==> config.mk <==
export PLATFORM = sky130hd
export DESIGN_NAME = joystick_calibrate_deadzone_smooth_flat
export DESIGN_NICKNAME = d
export VERILOG_FILES = /design/src/hdl/jcds_pkg.sv /design/src/hdl/jcds_ifs.sv /design/src/hdl/joystick_calibrate_deadzone_smooth.sv /design/src/hdl/jcds_mul.sv /design/src/hdl/jcds_median.sv /design/src/flat_wrapper.sv
export VERILOG_INCLUDE_DIRS = /design/src /design/src/hdl
export SDC_FILE = /design/constraint.sdc
export NUM_CORES = 2
export LEC_CHECK = 0
export ABC_CLOCK_PERIOD_IN_PS = 11700
export BUFFER_PORTS_ARGS = -buffer_cell sky130_fd_sc_hd__buf_4
export CAP_MARGIN = 20
export CORE_AREA = 4 4 316 318
export DETAILED_ROUTE_END_ITERATION = 7
export DIE_AREA = 0 0 320 322
export GPL_TIMING_DRIVEN = 0
export PLACE_DENSITY_LB_ADDON = 0.1
export SETUP_SLACK_MARGIN = 0.05
export SLEW_MARGIN = 10
export SYNTH_ARGS = -nofsm -noshare
export SYNTH_HDL_FRONTEND = slang
export SYNTH_SLANG_ARGS = --single-unit
==> constraint.sdc <==
create_clock -name clk -period 11.7 [get_ports clk]
set_input_delay 0.585 -clock clk [delete_from_list [all_inputs] [get_ports clk]]
set_output_delay 0.585 -clock clk [all_outputs]
set_load 0.03 [all_outputs]
==> src/hdl/joystick_calibrate_deadzone_smooth_assert.svh <==
// assertion macros shared by the joystick front end
`ifndef JOYSTICK_CALIBRATE_DEADZONE_SMOOTH_ASSERT_SVH
`define JOYSTICK_CALIBRATE_DEADZONE_SMOOTH_ASSERT_SVH

// same-cycle implication, checked out of reset
`define JCDS_ASSERT_NOW(label, cond, expr, msg) \
	label: assert property (@(posedge clk) disable iff (!arst_n) (cond) |-> (expr)) \
		else $error(msg);

// next-cycle implication, checked out of reset
`define JCDS_ASSERT_NEXT(label, cond, expr, msg) \
	label: assert property (@(posedge clk) disable iff (!arst_n) (cond) |=> (expr)) \
		else $error(msg);

`endif

==> src/hdl/jcds_pkg.sv <==
package jcds_pkg;

	localparam int ADC_BITS_DEF       = 12;
	localparam int WINDOW_SAMPLES_DEF = 24;
	localparam int MAX_ATTEMPTS_DEF   = 5;

	localparam int Q_W     = 16;
	localparam int Q15_MAX = 32767;
	localparam int CMP_W   = 16;

	localparam int DZ_W     = 11;
	localparam int ALPHA_W  = 16;
	localparam int SPREAD_W = 12;

	localparam logic [DZ_W-1:0]     DEADZONE_RST = 11'd205;
	localparam logic [ALPHA_W-1:0]  ALPHA_RST    = 16'd22938;
	localparam logic [SPREAD_W-1:0] SPREAD_RST   = 12'd40;

	localparam int CFG_IDX_W  = 2;
	localparam int CFG_DATA_W = 16;

	localparam logic [CFG_IDX_W-1:0] REG_DEADZONE = 2'd0;
	localparam logic [CFG_IDX_W-1:0] REG_ALPHA    = 2'd1;
	localparam logic [CFG_IDX_W-1:0] REG_SPREAD   = 2'd2;

	localparam int MUL_W  = 17;
	localparam int PROD_W = 2 * MUL_W;

	typedef logic signed [Q_W-1:0]   q15_t;
	typedef logic signed [MUL_W-1:0] mul_op_t;

endpackage

==> src/hdl/jcds_ifs.sv <==
interface jcds_sample_if #(parameter int ADC_BITS = jcds_pkg::ADC_BITS_DEF) ();
	logic                valid;
	logic                ready;
	logic [ADC_BITS-1:0] x_sample;
	logic [ADC_BITS-1:0] y_sample;

	modport source (output valid, output x_sample, output y_sample, input ready);
	modport sink (input valid, input x_sample, input y_sample, output ready);
endinterface

interface jcds_result_if #(parameter int ADC_BITS = jcds_pkg::ADC_BITS_DEF) ();
	import jcds_pkg::*;

	logic                valid;
	logic                ready;
	q15_t                x_out;
	q15_t                y_out;
	logic                calibrating;
	logic [ADC_BITS-1:0] center_x_out;
	logic [ADC_BITS-1:0] center_y_out;
	logic                cal_settled;

	modport source (output valid, output x_out, output y_out, output calibrating,
		output center_x_out, output center_y_out, output cal_settled, input ready);
	modport sink (input valid, input x_out, input y_out, input calibrating,
		input center_x_out, input center_y_out, input cal_settled, output ready);
endinterface

==> src/hdl/joystick_calibrate_deadzone_smooth.sv <==
// Joystick front end: rest-center calibration, deadzone, Q1.15 scaling and smoothing.
// samples (sink): paired raw ADC readings x_sample / y_sample, one item per handshake.
// results (source): one result item per accepted sample item, in order.
// cfg_we / cfg_index / cfg_wdata: register writes (deadzone, alpha, settle spread),
// taken at any edge with cfg_we high; the user writes only while no item is in flight,
// which the block itself does not enforce.
// Throughput: samples.ready is high only while the sequencer is idle, so a new item is
// taken only after the last one has left the write-out step. A calibration item goes
// straight to the write-out step, through a window check when it closes a window; a
// tracking item makes four passes through the single shared 17x17 multiplier (scale x,
// scale y, smooth x, smooth y). The item that closes the last window also waits for a
// median search that ranks every stored sample against the whole window, one read of
// the window memory per cycle.
// Stall: the output register holds one finished item; the next item may be
// accepted and worked while it waits, and the sequencer holds at the write-out
// step until the receiver takes the pending item.
// Reset: calibration restarts, centers return to mid-scale, smoothing state is
// zero, registers take their reset values; no memory clearing pass is needed.
module joystick_calibrate_deadzone_smooth #(
	parameter int WINDOW_SAMPLES = jcds_pkg::WINDOW_SAMPLES_DEF,
	parameter int MAX_ATTEMPTS   = jcds_pkg::MAX_ATTEMPTS_DEF,
	parameter int ADC_BITS       = jcds_pkg::ADC_BITS_DEF
) (
	input  logic                              clk,
	input  logic                              arst_n,
	jcds_sample_if.sink                       samples,
	jcds_result_if.source                     results,
	input  logic                              cfg_we,
	input  logic [jcds_pkg::CFG_IDX_W-1:0]    cfg_index,
	input  logic [jcds_pkg::CFG_DATA_W-1:0]   cfg_wdata
);

	import jcds_pkg::*;
	`include "joystick_calibrate_deadzone_smooth_assert.svh"

	localparam int M       = ADC_BITS - 1;
	localparam int H_C     = (1 << M) - 1;
	localparam int A_C     = Q15_MAX / H_C;
	localparam int B_C     = Q15_MAX % H_C;
	localparam int FILL_W  = $clog2(WINDOW_SAMPLES);
	localparam int AT_W    = $clog2(MAX_ATTEMPTS + 1);
	localparam int ADC_MAX = (1 << ADC_BITS) - 1;
	localparam int ADC_MID = 1 << (ADC_BITS - 1);

	localparam logic [3:0] S_IDLE = 4'd0;
	localparam logic [3:0] S_MX   = 4'd1;
	localparam logic [3:0] S_MY   = 4'd2;
	localparam logic [3:0] S_AX   = 4'd3;
	localparam logic [3:0] S_AY   = 4'd4;
	localparam logic [3:0] S_CHK  = 4'd5;
	localparam logic [3:0] S_MED  = 4'd6;
	localparam logic [3:0] S_OUT  = 4'd7;

	logic [3:0]            state_q;
	logic                  accept;
	logic                  load;

	logic [DZ_W-1:0]       dz_q;
	logic [ALPHA_W-1:0]    alpha_q;
	logic [SPREAD_W-1:0]   spread_q;

	logic [ADC_BITS-1:0]   xs_q;
	logic [ADC_BITS-1:0]   ys_q;
	logic [ADC_BITS-1:0]   min_x_q;
	logic [ADC_BITS-1:0]   max_x_q;
	logic [ADC_BITS-1:0]   min_y_q;
	logic [ADC_BITS-1:0]   max_y_q;
	logic [FILL_W-1:0]     fill_q;
	logic [AT_W-1:0]       attempt_q;
	logic [AT_W-1:0]       att_nx;
	logic                  cal_active_q;
	logic                  settled_q;
	logic                  run_item_q;
	logic [ADC_BITS-1:0]   center_x_q;
	logic [ADC_BITS-1:0]   center_y_q;
	q15_t                  sx_q;
	q15_t                  sy_q;
	q15_t                  vx_q;
	q15_t                  vy_q;

	logic                  settled;
	logic                  last_win;
	logic [ADC_BITS-1:0]   spx;
	logic [ADC_BITS-1:0]   spy;

	logic [ADC_BITS:0]     dx;
	logic [ADC_BITS:0]     dy;
	logic [ADC_BITS:0]     dxn;
	logic [ADC_BITS:0]     dyn;
	logic [ADC_BITS-1:0]   mag_x;
	logic [ADC_BITS-1:0]   mag_y;
	logic [ADC_BITS-1:0]   mag_v;
	logic                  neg_v;

	logic [2*M-1:0]        y_w;
	logic [M-1:0]          q0;
	logic [M:0]            r_w;
	logic [M-1:0]          q1;
	logic [Q_W-2:0]        vmag;
	q15_t                  v_scaled;

	mul_op_t               op_a;
	mul_op_t               op_b;
	logic                  mul_en;
	logic signed [PROD_W-1:0] prod_q;
	logic signed [PROD_W-Q_W-1:0] inc;
	logic signed [PROD_W-Q_W-1:0] sx_sum;
	logic signed [PROD_W-Q_W-1:0] sy_sum;
	q15_t                  sy_nx;

	logic                  med_start;
	logic                  med_done;
	logic [ADC_BITS-1:0]   med_x;
	logic [ADC_BITS-1:0]   med_y;

	logic                  out_valid_q;
	q15_t                  x_out_q;
	q15_t                  y_out_q;
	logic                  calib_out_q;
	logic [ADC_BITS-1:0]   cx_out_q;
	logic [ADC_BITS-1:0]   cy_out_q;
	logic                  settled_out_q;

	assign samples.ready = (state_q == S_IDLE);
	assign accept        = samples.valid && (state_q == S_IDLE);
	assign load          = (state_q == S_OUT) && (!out_valid_q || results.ready);

	// offsets from the centers
	always_comb begin
		dx    = {1'b0, xs_q} - {1'b0, center_x_q};
		dy    = {1'b0, ys_q} - {1'b0, center_y_q};
		dxn   = -dx;
		dyn   = -dy;
		mag_x = dx[ADC_BITS] ? dxn[ADC_BITS-1:0] : dx[ADC_BITS-1:0];
		mag_y = dy[ADC_BITS] ? dyn[ADC_BITS-1:0] : dy[ADC_BITS-1:0];
		mag_v = (state_q == S_MY) ? mag_x : mag_y;
		neg_v = (state_q == S_MY) ? dx[ADC_BITS] : dy[ADC_BITS];
	end

	// d*32767/H as A*|d| + floor(B*|d|/H), H = 2^M-1 by end-around fold
	always_comb begin
		y_w  = prod_q[2*M-1:0];
		q0   = y_w[2*M-1:M];
		r_w  = {1'b0, y_w[M-1:0]} + {1'b0, q0};
		q1   = q0 + M'(r_w >= (M+1)'(H_C));
		if (mag_v > ADC_BITS'(H_C)) begin
			vmag = (Q_W-1)'(Q15_MAX);
		end else begin
			vmag = (Q_W-1)'(A_C * mag_v[M-1:0]) + (Q_W-1)'(q1);
		end
		if (CMP_W'(mag_v) < CMP_W'(dz_q)) begin
			vmag = '0;
		end
		v_scaled = neg_v ? -$signed({1'b0, vmag}) : $signed({1'b0, vmag});
	end

	always_comb begin
		op_a   = '0;
		op_b   = '0;
		mul_en = 1'b0;
		case (state_q)
			S_MX: begin
				op_a   = MUL_W'(B_C);
				op_b   = MUL_W'(mag_x[M-1:0]);
				mul_en = 1'b1;
			end
			S_MY: begin
				op_a   = MUL_W'(B_C);
				op_b   = MUL_W'(mag_y[M-1:0]);
				mul_en = 1'b1;
			end
			S_AX: begin
				op_a   = {vx_q[Q_W-1], vx_q} - {sx_q[Q_W-1], sx_q};
				op_b   = {1'b0, alpha_q};
				mul_en = 1'b1;
			end
			S_AY: begin
				op_a   = {vy_q[Q_W-1], vy_q} - {sy_q[Q_W-1], sy_q};
				op_b   = {1'b0, alpha_q};
				mul_en = 1'b1;
			end
			default: begin
				mul_en = 1'b0;
			end
		endcase
	end

	jcds_mul #(.W(MUL_W)) u_mul (
		.clk (clk),
		.en  (mul_en),
		.a   (op_a),
		.b   (op_b),
		.p_q (prod_q)
	);

	// floor of product / 65536
	always_comb begin
		inc    = prod_q[PROD_W-1:Q_W];
		sx_sum = {{(PROD_W-2*Q_W){sx_q[Q_W-1]}}, sx_q} + inc;
		sy_sum = {{(PROD_W-2*Q_W){sy_q[Q_W-1]}}, sy_q} + inc;
		sy_nx  = run_item_q ? sy_sum[Q_W-1:0] : sy_q;
	end

	always_comb begin
		spx      = max_x_q - min_x_q;
		spy      = max_y_q - min_y_q;
		settled  = (CMP_W'(spx) <= CMP_W'(spread_q)) && (CMP_W'(spy) <= CMP_W'(spread_q));
		att_nx   = attempt_q + 1'b1;
		last_win = settled || (att_nx >= AT_W'(MAX_ATTEMPTS));
	end

	assign med_start = (state_q == S_CHK) && last_win;

	jcds_median #(
		.WINDOW_SAMPLES (WINDOW_SAMPLES),
		.ADC_BITS       (ADC_BITS)
	) u_median (
		.clk     (clk),
		.arst_n  (arst_n),
		.wr_en   (accept && cal_active_q),
		.wr_addr (fill_q),
		.wr_x    (samples.x_sample),
		.wr_y    (samples.y_sample),
		.start   (med_start),
		.done    (med_done),
		.med_x   (med_x),
		.med_y   (med_y)
	);

	always_ff @(posedge clk or negedge arst_n) begin
		if (!arst_n) begin
			dz_q     <= DEADZONE_RST;
			alpha_q  <= ALPHA_RST;
			spread_q <= SPREAD_RST;
		end else if (cfg_we) begin
			case (cfg_index)
				REG_DEADZONE: dz_q     <= cfg_wdata[DZ_W-1:0];
				REG_ALPHA:    alpha_q  <= cfg_wdata[ALPHA_W-1:0];
				REG_SPREAD:   spread_q <= cfg_wdata[SPREAD_W-1:0];
				default:      ;
			endcase
		end
	end

	always_ff @(posedge clk) begin
		if (accept) begin
			xs_q <= samples.x_sample;
			ys_q <= samples.y_sample;
		end
		if (state_q == S_MY) begin
			vx_q <= v_scaled;
		end
		if (state_q == S_AX) begin
			vy_q <= v_scaled;
		end
	end

	always_ff @(posedge clk or negedge arst_n) begin
		if (!arst_n) begin
			state_q      <= S_IDLE;
			min_x_q      <= ADC_BITS'(ADC_MAX);
			max_x_q      <= '0;
			min_y_q      <= ADC_BITS'(ADC_MAX);
			max_y_q      <= '0;
			fill_q       <= '0;
			attempt_q    <= '0;
			cal_active_q <= 1'b1;
			settled_q    <= 1'b0;
			run_item_q   <= 1'b0;
			center_x_q   <= ADC_BITS'(ADC_MID);
			center_y_q   <= ADC_BITS'(ADC_MID);
			sx_q         <= '0;
			sy_q         <= '0;
		end else begin
			case (state_q)
				S_IDLE: begin
					if (accept) begin
						run_item_q <= !cal_active_q;
						if (cal_active_q) begin
							if (samples.x_sample < min_x_q) min_x_q <= samples.x_sample;
							if (samples.x_sample > max_x_q) max_x_q <= samples.x_sample;
							if (samples.y_sample < min_y_q) min_y_q <= samples.y_sample;
							if (samples.y_sample > max_y_q) max_y_q <= samples.y_sample;
							if (fill_q == FILL_W'(WINDOW_SAMPLES - 1)) begin
								state_q <= S_CHK;
							end else begin
								fill_q  <= fill_q + 1'b1;
								state_q <= S_OUT;
							end
						end else begin
							state_q <= S_MX;
						end
					end
				end
				S_MX: state_q <= S_MY;
				S_MY: state_q <= S_AX;
				S_AX: state_q <= S_AY;
				S_AY: begin
					sx_q    <= sx_sum[Q_W-1:0];
					state_q <= S_OUT;
				end
				S_CHK: begin
					attempt_q <= att_nx;
					if (last_win) begin
						settled_q <= settled;
						state_q   <= S_MED;
					end else begin
						min_x_q <= ADC_BITS'(ADC_MAX);
						max_x_q <= '0;
						min_y_q <= ADC_BITS'(ADC_MAX);
						max_y_q <= '0;
						fill_q  <= '0;
						state_q <= S_OUT;
					end
				end
				S_MED: begin
					if (med_done) begin
						center_x_q   <= med_x;
						center_y_q   <= med_y;
						cal_active_q <= 1'b0;
						state_q      <= S_OUT;
					end
				end
				S_OUT: begin
					if (load) begin
						sy_q    <= sy_nx;
						state_q <= S_IDLE;
					end
				end
				default: state_q <= S_IDLE;
			endcase
		end
	end

	always_ff @(posedge clk or negedge arst_n) begin
		if (!arst_n) begin
			out_valid_q <= 1'b0;
		end else if (load) begin
			out_valid_q <= 1'b1;
		end else if (results.ready) begin
			out_valid_q <= 1'b0;
		end
	end

	always_ff @(posedge clk) begin
		if (load) begin
			x_out_q       <= cal_active_q ? '0 : sx_q;
			y_out_q       <= cal_active_q ? '0 : sy_nx;
			calib_out_q   <= cal_active_q;
			cx_out_q      <= center_x_q;
			cy_out_q      <= center_y_q;
			settled_out_q <= settled_q;
		end
	end

	assign results.valid        = out_valid_q;
	assign results.x_out        = x_out_q;
	assign results.y_out        = y_out_q;
	assign results.calibrating  = calib_out_q;
	assign results.center_x_out = cx_out_q;
	assign results.center_y_out = cy_out_q;
	assign results.cal_settled  = settled_out_q;

	`JCDS_ASSERT_NEXT(a_cal_done_sticks, !cal_active_q, !cal_active_q, "calibration restarted")
	`JCDS_ASSERT_NOW(a_smooth_zero_in_cal, cal_active_q, (sx_q == '0) && (sy_q == '0), "smoothing moved during calibration")
	`JCDS_ASSERT_NOW(a_attempt_bound, 1'b1, attempt_q <= AT_W'(MAX_ATTEMPTS), "attempt count overran")
	`JCDS_ASSERT_NOW(a_med_done_in_med, med_done, state_q == S_MED, "median finished outside search")

endmodule

==> src/hdl/jcds_mul.sv <==
module jcds_mul #(
	parameter int W = jcds_pkg::MUL_W
) (
	input  logic                  clk,
	input  logic                  en,
	input  logic signed [W-1:0]   a,
	input  logic signed [W-1:0]   b,
	output logic signed [2*W-1:0] p_q
);

	always_ff @(posedge clk) begin
		if (en) begin
			p_q <= a * b;
		end
	end

endmodule

==> src/hdl/jcds_median.sv <==
module jcds_median #(
	parameter int WINDOW_SAMPLES = jcds_pkg::WINDOW_SAMPLES_DEF,
	parameter int ADC_BITS       = jcds_pkg::ADC_BITS_DEF
) (
	input  logic                              clk,
	input  logic                              arst_n,
	input  logic                              wr_en,
	input  logic [$clog2(WINDOW_SAMPLES)-1:0] wr_addr,
	input  logic [ADC_BITS-1:0]               wr_x,
	input  logic [ADC_BITS-1:0]               wr_y,
	input  logic                              start,
	output logic                              done,
	output logic [ADC_BITS-1:0]               med_x,
	output logic [ADC_BITS-1:0]               med_y
);

	localparam int IDX_W = $clog2(WINDOW_SAMPLES);
	localparam logic [IDX_W-1:0] LAST_IDX = IDX_W'(WINDOW_SAMPLES - 1);
	localparam logic [IDX_W-1:0] MED_RANK = IDX_W'(WINDOW_SAMPLES / 2);

	logic [ADC_BITS-1:0] mem_x [WINDOW_SAMPLES];
	logic [ADC_BITS-1:0] mem_y [WINDOW_SAMPLES];

	logic                busy_q;
	logic                issuing_q;
	logic                cmp_phase_q;
	logic [IDX_W-1:0]    ci_q;
	logic [IDX_W-1:0]    cj_q;
	logic [IDX_W-1:0]    rd_addr;

	logic                tag_v_s1;
	logic                tag_cmp_s1;
	logic                tag_last_s1;
	logic                tag_end_s1;
	logic [IDX_W-1:0]    tag_idx_s1;
	logic [ADC_BITS-1:0] rdx_s1;
	logic [ADC_BITS-1:0] rdy_s1;

	logic [ADC_BITS-1:0] cand_x_q;
	logic [ADC_BITS-1:0] cand_y_q;
	logic [IDX_W-1:0]    cand_idx_q;
	logic [IDX_W-1:0]    rank_x_q;
	logic [IDX_W-1:0]    rank_y_q;
	logic [IDX_W-1:0]    rank_x_nx;
	logic [IDX_W-1:0]    rank_y_nx;
	logic                inc_x;
	logic                inc_y;
	logic                done_q;
	logic [ADC_BITS-1:0] med_x_q;
	logic [ADC_BITS-1:0] med_y_q;

	assign rd_addr = cmp_phase_q ? cj_q : ci_q;

	always_ff @(posedge clk) begin
		if (wr_en) begin
			mem_x[wr_addr] <= wr_x;
			mem_y[wr_addr] <= wr_y;
		end
		rdx_s1 <= mem_x[rd_addr];
		rdy_s1 <= mem_y[rd_addr];
	end

	// rank with ties broken by position
	always_comb begin
		inc_x = (rdx_s1 < cand_x_q) || ((rdx_s1 == cand_x_q) && (tag_idx_s1 < cand_idx_q));
		inc_y = (rdy_s1 < cand_y_q) || ((rdy_s1 == cand_y_q) && (tag_idx_s1 < cand_idx_q));
		rank_x_nx = rank_x_q + IDX_W'(inc_x);
		rank_y_nx = rank_y_q + IDX_W'(inc_y);
	end

	always_ff @(posedge clk or negedge arst_n) begin
		if (!arst_n) begin
			busy_q      <= 1'b0;
			issuing_q   <= 1'b0;
			cmp_phase_q <= 1'b0;
			ci_q        <= '0;
			cj_q        <= '0;
			tag_v_s1    <= 1'b0;
			tag_cmp_s1  <= 1'b0;
			tag_last_s1 <= 1'b0;
			tag_end_s1  <= 1'b0;
			tag_idx_s1  <= '0;
			done_q      <= 1'b0;
		end else begin
			tag_v_s1    <= busy_q && issuing_q;
			tag_cmp_s1  <= cmp_phase_q;
			tag_idx_s1  <= rd_addr;
			tag_last_s1 <= cmp_phase_q && (cj_q == LAST_IDX);
			tag_end_s1  <= cmp_phase_q && (cj_q == LAST_IDX) && (ci_q == LAST_IDX);
			done_q      <= tag_v_s1 && tag_cmp_s1 && tag_end_s1;

			if (start && !busy_q) begin
				busy_q      <= 1'b1;
				issuing_q   <= 1'b1;
				cmp_phase_q <= 1'b0;
				ci_q        <= '0;
				cj_q        <= '0;
			end else if (busy_q && issuing_q) begin
				if (!cmp_phase_q) begin
					cmp_phase_q <= 1'b1;
					cj_q        <= '0;
				end else if (cj_q == LAST_IDX) begin
					cmp_phase_q <= 1'b0;
					if (ci_q == LAST_IDX) begin
						issuing_q <= 1'b0;
					end else begin
						ci_q <= ci_q + 1'b1;
					end
				end else begin
					cj_q <= cj_q + 1'b1;
				end
			end

			if (tag_v_s1 && tag_cmp_s1 && tag_end_s1) begin
				busy_q <= 1'b0;
			end
		end
	end

	always_ff @(posedge clk) begin
		if (tag_v_s1 && !tag_cmp_s1) begin
			cand_x_q   <= rdx_s1;
			cand_y_q   <= rdy_s1;
			cand_idx_q <= tag_idx_s1;
			rank_x_q   <= '0;
			rank_y_q   <= '0;
		end else if (tag_v_s1) begin
			rank_x_q <= rank_x_nx;
			rank_y_q <= rank_y_nx;
			if (tag_last_s1 && (rank_x_nx == MED_RANK)) begin
				med_x_q <= cand_x_q;
			end
			if (tag_last_s1 && (rank_y_nx == MED_RANK)) begin
				med_y_q <= cand_y_q;
			end
		end
	end

	assign done  = done_q;
	assign med_x = med_x_q;
	assign med_y = med_y_q;

endmodule
==> src/flat_wrapper.sv <==
// flat-port wrapper written by rule: the top's interface ports become plain ports
module joystick_calibrate_deadzone_smooth_flat import jcds_pkg::*;
#(
	parameter int WINDOW_SAMPLES = jcds_pkg::WINDOW_SAMPLES_DEF,
	parameter int MAX_ATTEMPTS   = jcds_pkg::MAX_ATTEMPTS_DEF,
	parameter int ADC_BITS       = jcds_pkg::ADC_BITS_DEF
)
  (clk, arst_n, cfg_we, cfg_index, cfg_wdata, samples_valid, samples_x_sample, samples_y_sample, samples_ready, results_valid, results_x_out, results_y_out, results_calibrating, results_center_x_out, results_center_y_out, results_cal_settled, results_ready);
  jcds_sample_if #(.ADC_BITS(ADC_BITS)) samples_i ();
  jcds_result_if #(.ADC_BITS(ADC_BITS)) results_i ();
  input  logic clk;
  input  logic arst_n;
  input  logic cfg_we;
  input  logic [jcds_pkg::CFG_IDX_W-1:0] cfg_index;
  input  logic [jcds_pkg::CFG_DATA_W-1:0] cfg_wdata;
  input wire logic [$bits(samples_i.valid)-1:0] samples_valid;
  input wire logic [$bits(samples_i.x_sample)-1:0] samples_x_sample;
  input wire logic [$bits(samples_i.y_sample)-1:0] samples_y_sample;
  output wire logic [$bits(samples_i.ready)-1:0] samples_ready;
  output wire logic [$bits(results_i.valid)-1:0] results_valid;
  output wire logic [$bits(results_i.x_out)-1:0] results_x_out;
  output wire logic [$bits(results_i.y_out)-1:0] results_y_out;
  output wire logic [$bits(results_i.calibrating)-1:0] results_calibrating;
  output wire logic [$bits(results_i.center_x_out)-1:0] results_center_x_out;
  output wire logic [$bits(results_i.center_y_out)-1:0] results_center_y_out;
  output wire logic [$bits(results_i.cal_settled)-1:0] results_cal_settled;
  input wire logic [$bits(results_i.ready)-1:0] results_ready;
  assign samples_i.valid = samples_valid;
  assign samples_i.x_sample = samples_x_sample;
  assign samples_i.y_sample = samples_y_sample;
  assign samples_ready = samples_i.ready;
  assign results_valid = results_i.valid;
  assign results_x_out = results_i.x_out;
  assign results_y_out = results_i.y_out;
  assign results_calibrating = results_i.calibrating;
  assign results_center_x_out = results_i.center_x_out;
  assign results_center_y_out = results_i.center_y_out;
  assign results_cal_settled = results_i.cal_settled;
  assign results_i.ready = results_ready;
  joystick_calibrate_deadzone_smooth #(.WINDOW_SAMPLES(WINDOW_SAMPLES), .MAX_ATTEMPTS(MAX_ATTEMPTS), .ADC_BITS(ADC_BITS)) u_core (.clk(clk), .arst_n(arst_n), .samples(samples_i), .results(results_i), .cfg_we(cfg_we), .cfg_index(cfg_index), .cfg_wdata(cfg_wdata));
endmodule
[Word-level counts from Yosys, hierarchy flattened]
Memories as Yosys holds them, arrays and structs flattened. A register that Yosys moved wholly into a read port is not among the register bits.
Index checks and enable logic that the tools add are counted.
Widths: inputs -> output; s select.
Cells by class
  add/subtract/negate cells: 20
  multipliers: 1
  order comparisons: 13
  equal/unequal tests: 28
  muxes and demuxes: 66
  bitwise gates (word level): 1
  reductions and logical operators: 54
Operator list (number)
  $mux 12: 17
  $pmux 12 s2: 4
  $mux 5: 14
  $pmux 17 s3: 1
  $lt 12x12->1: 4
  $pmux 16 s3: 1
  $sub 16x16->17: 2
  $add 16x16->16: 2
  $mul 17x17->32: 1
  $mux 16: 2
  $pmux 4 s8: 1
  $mux 15: 2
  $sub 12x12->13: 2
  $reduce_and 5->1: 5
  $eq 12x12->1: 2
  $gt 12x12->1: 2
  $le 12x12->1: 2
  $neg 12->12: 2
  $sub 12x12->12: 2
  $mux 1: 18
  $eq 4x3->1 const B: 4
  $logic_and 1x1->1: 16
  $ne 2x1->1 const B: 8
  $neg 15->16: 1
  34 further kinds: 68
Storage, ports and cells
  bits in registers: 391
  memory bits (writable): 576
  output and inout port bits: 60
  memories kept: 2
Memories
  u_core.u_median.mem_x: words 24, width 12, rd ports 1, clocked after memory_dff 1, wr ports 1, RTL line jcds_median.sv:21  | logic [ADC_BITS-1:0] mem_x [WINDOW_SAMPLES];
  u_core.u_median.mem_y: words 24, width 12, rd ports 1, clocked after memory_dff 1, wr ports 1, RTL line jcds_median.sv:22  | logic [ADC_BITS-1:0] mem_y [WINDOW_SAMPLES];

[Depth between registers and ports, before layout]
  depth in word-level cells: 9
  gate-level depth with buffers: 40

[Hierarchy]
Synthesis repeated with hierarchy kept, for this count alone.
Unflattened totals
  cells, all modules: 5235
  area, all modules: 58197.1 µm²
By module, submodules not included
  jcds_median: instances 1, cells an instance 2009, area each 27089.7 µm²
  joystick_calibrate_deadzone_smooth: instances 1, cells an instance 1966, area each 18971.9 µm²
  jcds_mul: instances 1, cells an instance 1260, area each 12135.4 µm²

[Worst setup path before layout]
Ideal clock, no wire load.
  kind: flip-flop to flip-flop
  start point: reg u_core.ys_q[0]
  end point: reg u_core.u_mul.p_q[31] (data pin)
  library setup time: 268 ps
  data arrival time: 8480 ps
  required time: 11432 ps
  path slack: 2952 ps
  stages on the path, launching flop included: 37
  cell sequence: edfxtp_1 -> inv_1 -> ha_1 -> inv_1 -> fa_1 -> a21o_1 -> a2111oi_4 -> o21ai_1 -> a31o_2 -> clkbuf_1 -> nor2_1 -> xor2_1 -> a22oi_1 -> nor2_1 -> a21oi_1 -> clkbuf_1 -> nor2_1 -> fa_1 -> inv_1 -> fa_1 -> fa_1 -> fa_1 -> inv_1 -> fa_1 -> fa_1 -> ha_1 -> a21o_1 -> a21o_1 -> a21o_1 -> a41oi_1 -> o2111a_1 -> o31ai_1 -> nand2b_1 -> nand2_1 -> o41ai_1 -> o21ai_0 -> xnor3_1
On the way
  word-level cells in the longest chain between the ends: 5
Ends and longest elaborated chain
  from (decl): RTL line joystick_calibrate_deadzone_smooth.sv:63  | logic [ADC_BITS-1:0] ys_q;
  from (signal assigned): RTL line joystick_calibrate_deadzone_smooth.sv:248  | ys_q <= samples.y_sample;
  $sub 12x12->13 *: RTL line joystick_calibrate_deadzone_smooth.sv:131  | dy = {1'b0, ys_q} - {1'b0, center_y_q};
  $neg 12->12: RTL line joystick_calibrate_deadzone_smooth.sv:133  | dyn = -dy;
  $mux 12 *: RTL line joystick_calibrate_deadzone_smooth.sv:135  | mag_y = dy[ADC_BITS] ? dyn[ADC_BITS-1:0] : dy[ADC_BITS-1:0];
  $pmux 16 s3 *: RTL line joystick_calibrate_deadzone_smooth.sv:161  | case (state_q)
  $mul 17x17->32 *: RTL line jcds_mul.sv:13  | p_q <= a * b;
  to (signal assigned): RTL line jcds_mul.sv:13
  to (decl): RTL line jcds_mul.sv:8  | output logic signed [2*W-1:0] p_q
Mark *: on every way between the ends. The rest lies on a longest branch, timed or not.
A chain may end at the register's enable or synchronous reset.

[Final worst setup path]
  start point: reg u_core.center_y_q[0]
  end point: reg u_core.u_mul.p_q[30] (data pin)
On the way
  word-level cells in the longest chain between the ends: 5
Ends and longest elaborated chain
  from (decl): RTL line joystick_calibrate_deadzone_smooth.sv:75  | logic [ADC_BITS-1:0] center_y_q;
  from (signal assigned): RTL line joystick_calibrate_deadzone_smooth.sv:271  | center_y_q <= ADC_BITS'(ADC_MID);
  from (signal assigned): RTL line joystick_calibrate_deadzone_smooth.sv:319  | center_y_q <= med_y;
  $sub 12x12->13 *: RTL line joystick_calibrate_deadzone_smooth.sv:131
  $neg 12->12: RTL line joystick_calibrate_deadzone_smooth.sv:133
  $mux 12 *: RTL line joystick_calibrate_deadzone_smooth.sv:135
  $pmux 16 s3 *: RTL line joystick_calibrate_deadzone_smooth.sv:161
  $mul 17x17->32 *: RTL line jcds_mul.sv:13
Marks and branches as above.

==> flow_summary.yaml <==
run_status:
  status: "finished, final reports clean"
finish:
  fin_nets: 6243
  multiInputGateArea_um2: 26300
  area_growth_pct: 10.7
  regArea_um2: 28500
  fillers: 7493
  stdcell_area_um2: 63900
  drive_above_1_share: 0.0832
synth:
  ys_seq_area_frac: 0.494
  synth_area_leader_cell: "edfxtp_1"
  synth_most_common_cell: "nand2_1"
  syn_inst: 5356
  synth.top_cell.area_share: 0.403
  mappedNetlistArea_um2: 57700
  ys_types: 97
  synth-adder-area-share: 0.168
  synth_top_family_by_area: "adder cells"
  ys_warn_count: 0
  synth_nets: 6013
  synth-edff-count: 775
  synth_compound_area_frac: 0.0969
  synthTopCellsByArea: "edfxtp_1, fa_1, ha_1"
  yosys_most_used_dff: "edfxtp_1"
  async_flop_share: 0.183
  synth_xor_area_frac: 0.0260
  yosys.area_share.simple: 0.141
  ys_ff_latch: 990
  synth_mux_area_frac: 0.0202
  synth_commonest_cells: "nand2_1, edfxtp_1, inv_1"
  syn_area_per_cell_um2: 10.8
critical_path:
  crit_path_max_fanout: 10
  critPathMostFrequentCell: "fa_1"
  max_stage_delay_ns: 0.83
  required_ns: 12.10
  startpoint_type: "flip-flop"
  crit_arrival_ns: 11.46
  end_kind: "flip-flop"
  slowest_stage: "o41ai_1"
  crit_type: "reg -> reg"
clock_tree:
  htreeDepth: 3
  post_cts_buffers: 0
  clkSinkCount: 990
  clkLatencyLatePin_ns: 0.71
  clockRootBuffer: "clkbuf_16"
  numCtsBuffers: 102
  clk_pin_slew_worst_paths_ns: 0.07
  cts_tree: "done"
  clockBufferDepth: 3
sta:
  rsz0062_at_grt: "no"
  skew_ns: 0.0431
  fin_tns_setup_ns: 0
  fin_crit_sh: 0.945
  period_needed_ns: 11.05
  worstMarginPinSlew_ns: 1.35
  hold_violations: 0
  fmax_ghz: 0.0905
  finalSetupViolCount: 0
  drv_slew: 0
  slew_headroom: 0.102
power:
  peakVddDrop_mv: 0.204
  swShare: 0.462
  p_per_area_nw_per_um2: 287
  leakagePower_uw: 0.0264
  pwr-share-seq: 0.267
  intPower_uw: 9890
  p_comb_frac: 0.556
  p_sw_uw: 8470
  clkPwrFrac: 0.177
grt:
  grt_pass1_wl_um: 239000
  grt_pass1_vias: 40200
  grt-ovfl-total: 0
  grt_max_degree: 104
  grt_usage: 0.307
  antenna_found_initial: 1
placed_design:
  dpl_cell_area_um2: 60500
  hpwlAfterDp_um: 116000
  port_buffers: 106
  gp_congestion: 1.00
routing:
  wirelength_um: 159000
  wl_per_cell_um: 22.9
  drtPass1Iterations: 6
  final_antenna_net_count: 0
  drc: 0
  vias: 41000
  drt_iter0_markers: 3869
  via_per_inst: 5.90
floorplanning:
  initial_core_util: 0.598
  coreArea_um2: 96600
  ios: 107
  die_w_um: 320
  die_h_um: 322
  rows: 114
  dieArea_um2: 103000
flow_run:
  maxCapViolCount: 0
worst_hold_path:
  min_path_type: "in -> reg"
[layer usage]
| layer | GRT usage | part of all wire | vias to the layer above |
|---|---|---|---|
| met5 | 0 | 0 | - |
| met1 | 0.391 | 0.39 | 20100 |
| met2 | 0.515 | 0.48 | 1501 |
| met3 | 0.0391 | 0.063 | 394 |
| li1 | - | - | 19000 |
| met4 | 0.167 | 0.063 | 0 |
[placed cells by master (no fill, tap or decap), drive strengths merged, types with 82 or more instances in the layout]
cell	n
nor2	377
edfxtp	775
buf	161
inv	606
nand2	899
clkbuf	306
ha	333
fa	277
a31oi	82
nand3	160
a21oi	174
xnor2	120
and3	119
dfrtp	139
o21ai	177
[flip-flops by register name, indices dropped and copies added, names as in the netlist, 16 cells and up]
register,flops
u_core.u_mul.p_q,32
u_core.alpha_q,16
u_core.results.y_out,16
u_core.u_median.mem_x,288
u_core.vx_q,16
u_core.sx_q,16
u_core.u_median.mem_y,288
u_core.results.x_out,16
u_core.vy_q,16
u_core.sy_q,16
[critical path: cells and delay by family, from the launching register on]
family                     cells  cell delay (ns)
buffers and inverters          5             0.96
adders and majority gates      9             3.98
AOI/OAI and AO/OA             15             4.55
xor gates and xnor gates       2             0.41
and+or+nand+nor                3             0.44
DFF                            1             0.41
[final timing paths]
path | from | to | slack (ns) | depth (start not counted)
min in group asynchronous | arst_n | u_core.sy_q[3] | 0.47 | 2
setup / recovery | u_core.center_y_q[0] | u_core.u_mul.p_q[30] | 0.65 | 34
max in group asynchronous | arst_n | u_core.alpha_q[13] | 10.11 | 3
hold / removal | cfg_wdata[15] | u_core.alpha_q[15] | 0.15 | 2
setup reg to reg | u_core.center_y_q[0] | u_core.u_mul.p_q[30] | 0.65 | 34
hold reg to reg | u_core.u_median.rdy_s1[0] | u_core.u_median.cand_y_q[0] | 0.44 | 0
[layout make-up]
type | count | share of cell area
repair buffers | 126 | 0.0167
flip-flops and latches | 990 | 0.447
clock buffers | 126 | 0.0422
plain buffers | 216 | 0.0129
multi-input cells | 3550 | 0.411
clock inverters | 64 | 0.00995
diodes | 1 | 0.0000392
inverters | 600 | 0.0352
well taps | 1276 | 0.0250
[metrics by stage]
step	hold slack [ns]	util	cells	worst slack, ns	power [uW]
finish	0.148	0.662	6949	0.645	18400
global route	0.131	0.662	6948	0.112	19600
CTS	0.107	0.662	6947	0.545	18300
detailed placement	0.416	0.627	6756	0.603	15000
global placement	0.414	0.622	6738	0.605	14800
floorplan	0.289	-	5356	2.95	11700
[logic make-up (layout without fill, tap and decap cells)]
logic type,count (synthesis),count (layout)
xor gates and xnor gates,170,170
buffers and inverters,816,1132
adders and majority gates,610,610
DFF,990,990
AOI/OAI and AO/OA,829,829
other,0,1
muxes,104,104
and+or+nand+nor,1837,1837
[power groups by stage]
| stage | Clock (uW) | Sequential [uW] | Combinational [uW] |
|---|---|---|---|
| final | 3250 | 4910 | 10200 |
| after global routing | 3440 | 4950 | 11200 |
| after CTS | 3270 | 4900 | 10100 |
| after detailed placement | 0 | 4970 | 10100 |
| after global placement | 0 | 4970 | 9820 |
| after floorplan | 0 | 4960 | 6700 |
[timing repair]
item / CTS / global route
hold endpoints to repair: 75 / 0
gates resized for setup: 0 / 1
hold buffers: 1 / 0
setup endpoints to repair: 0 / 2
(Power assumes the default switching activity.)
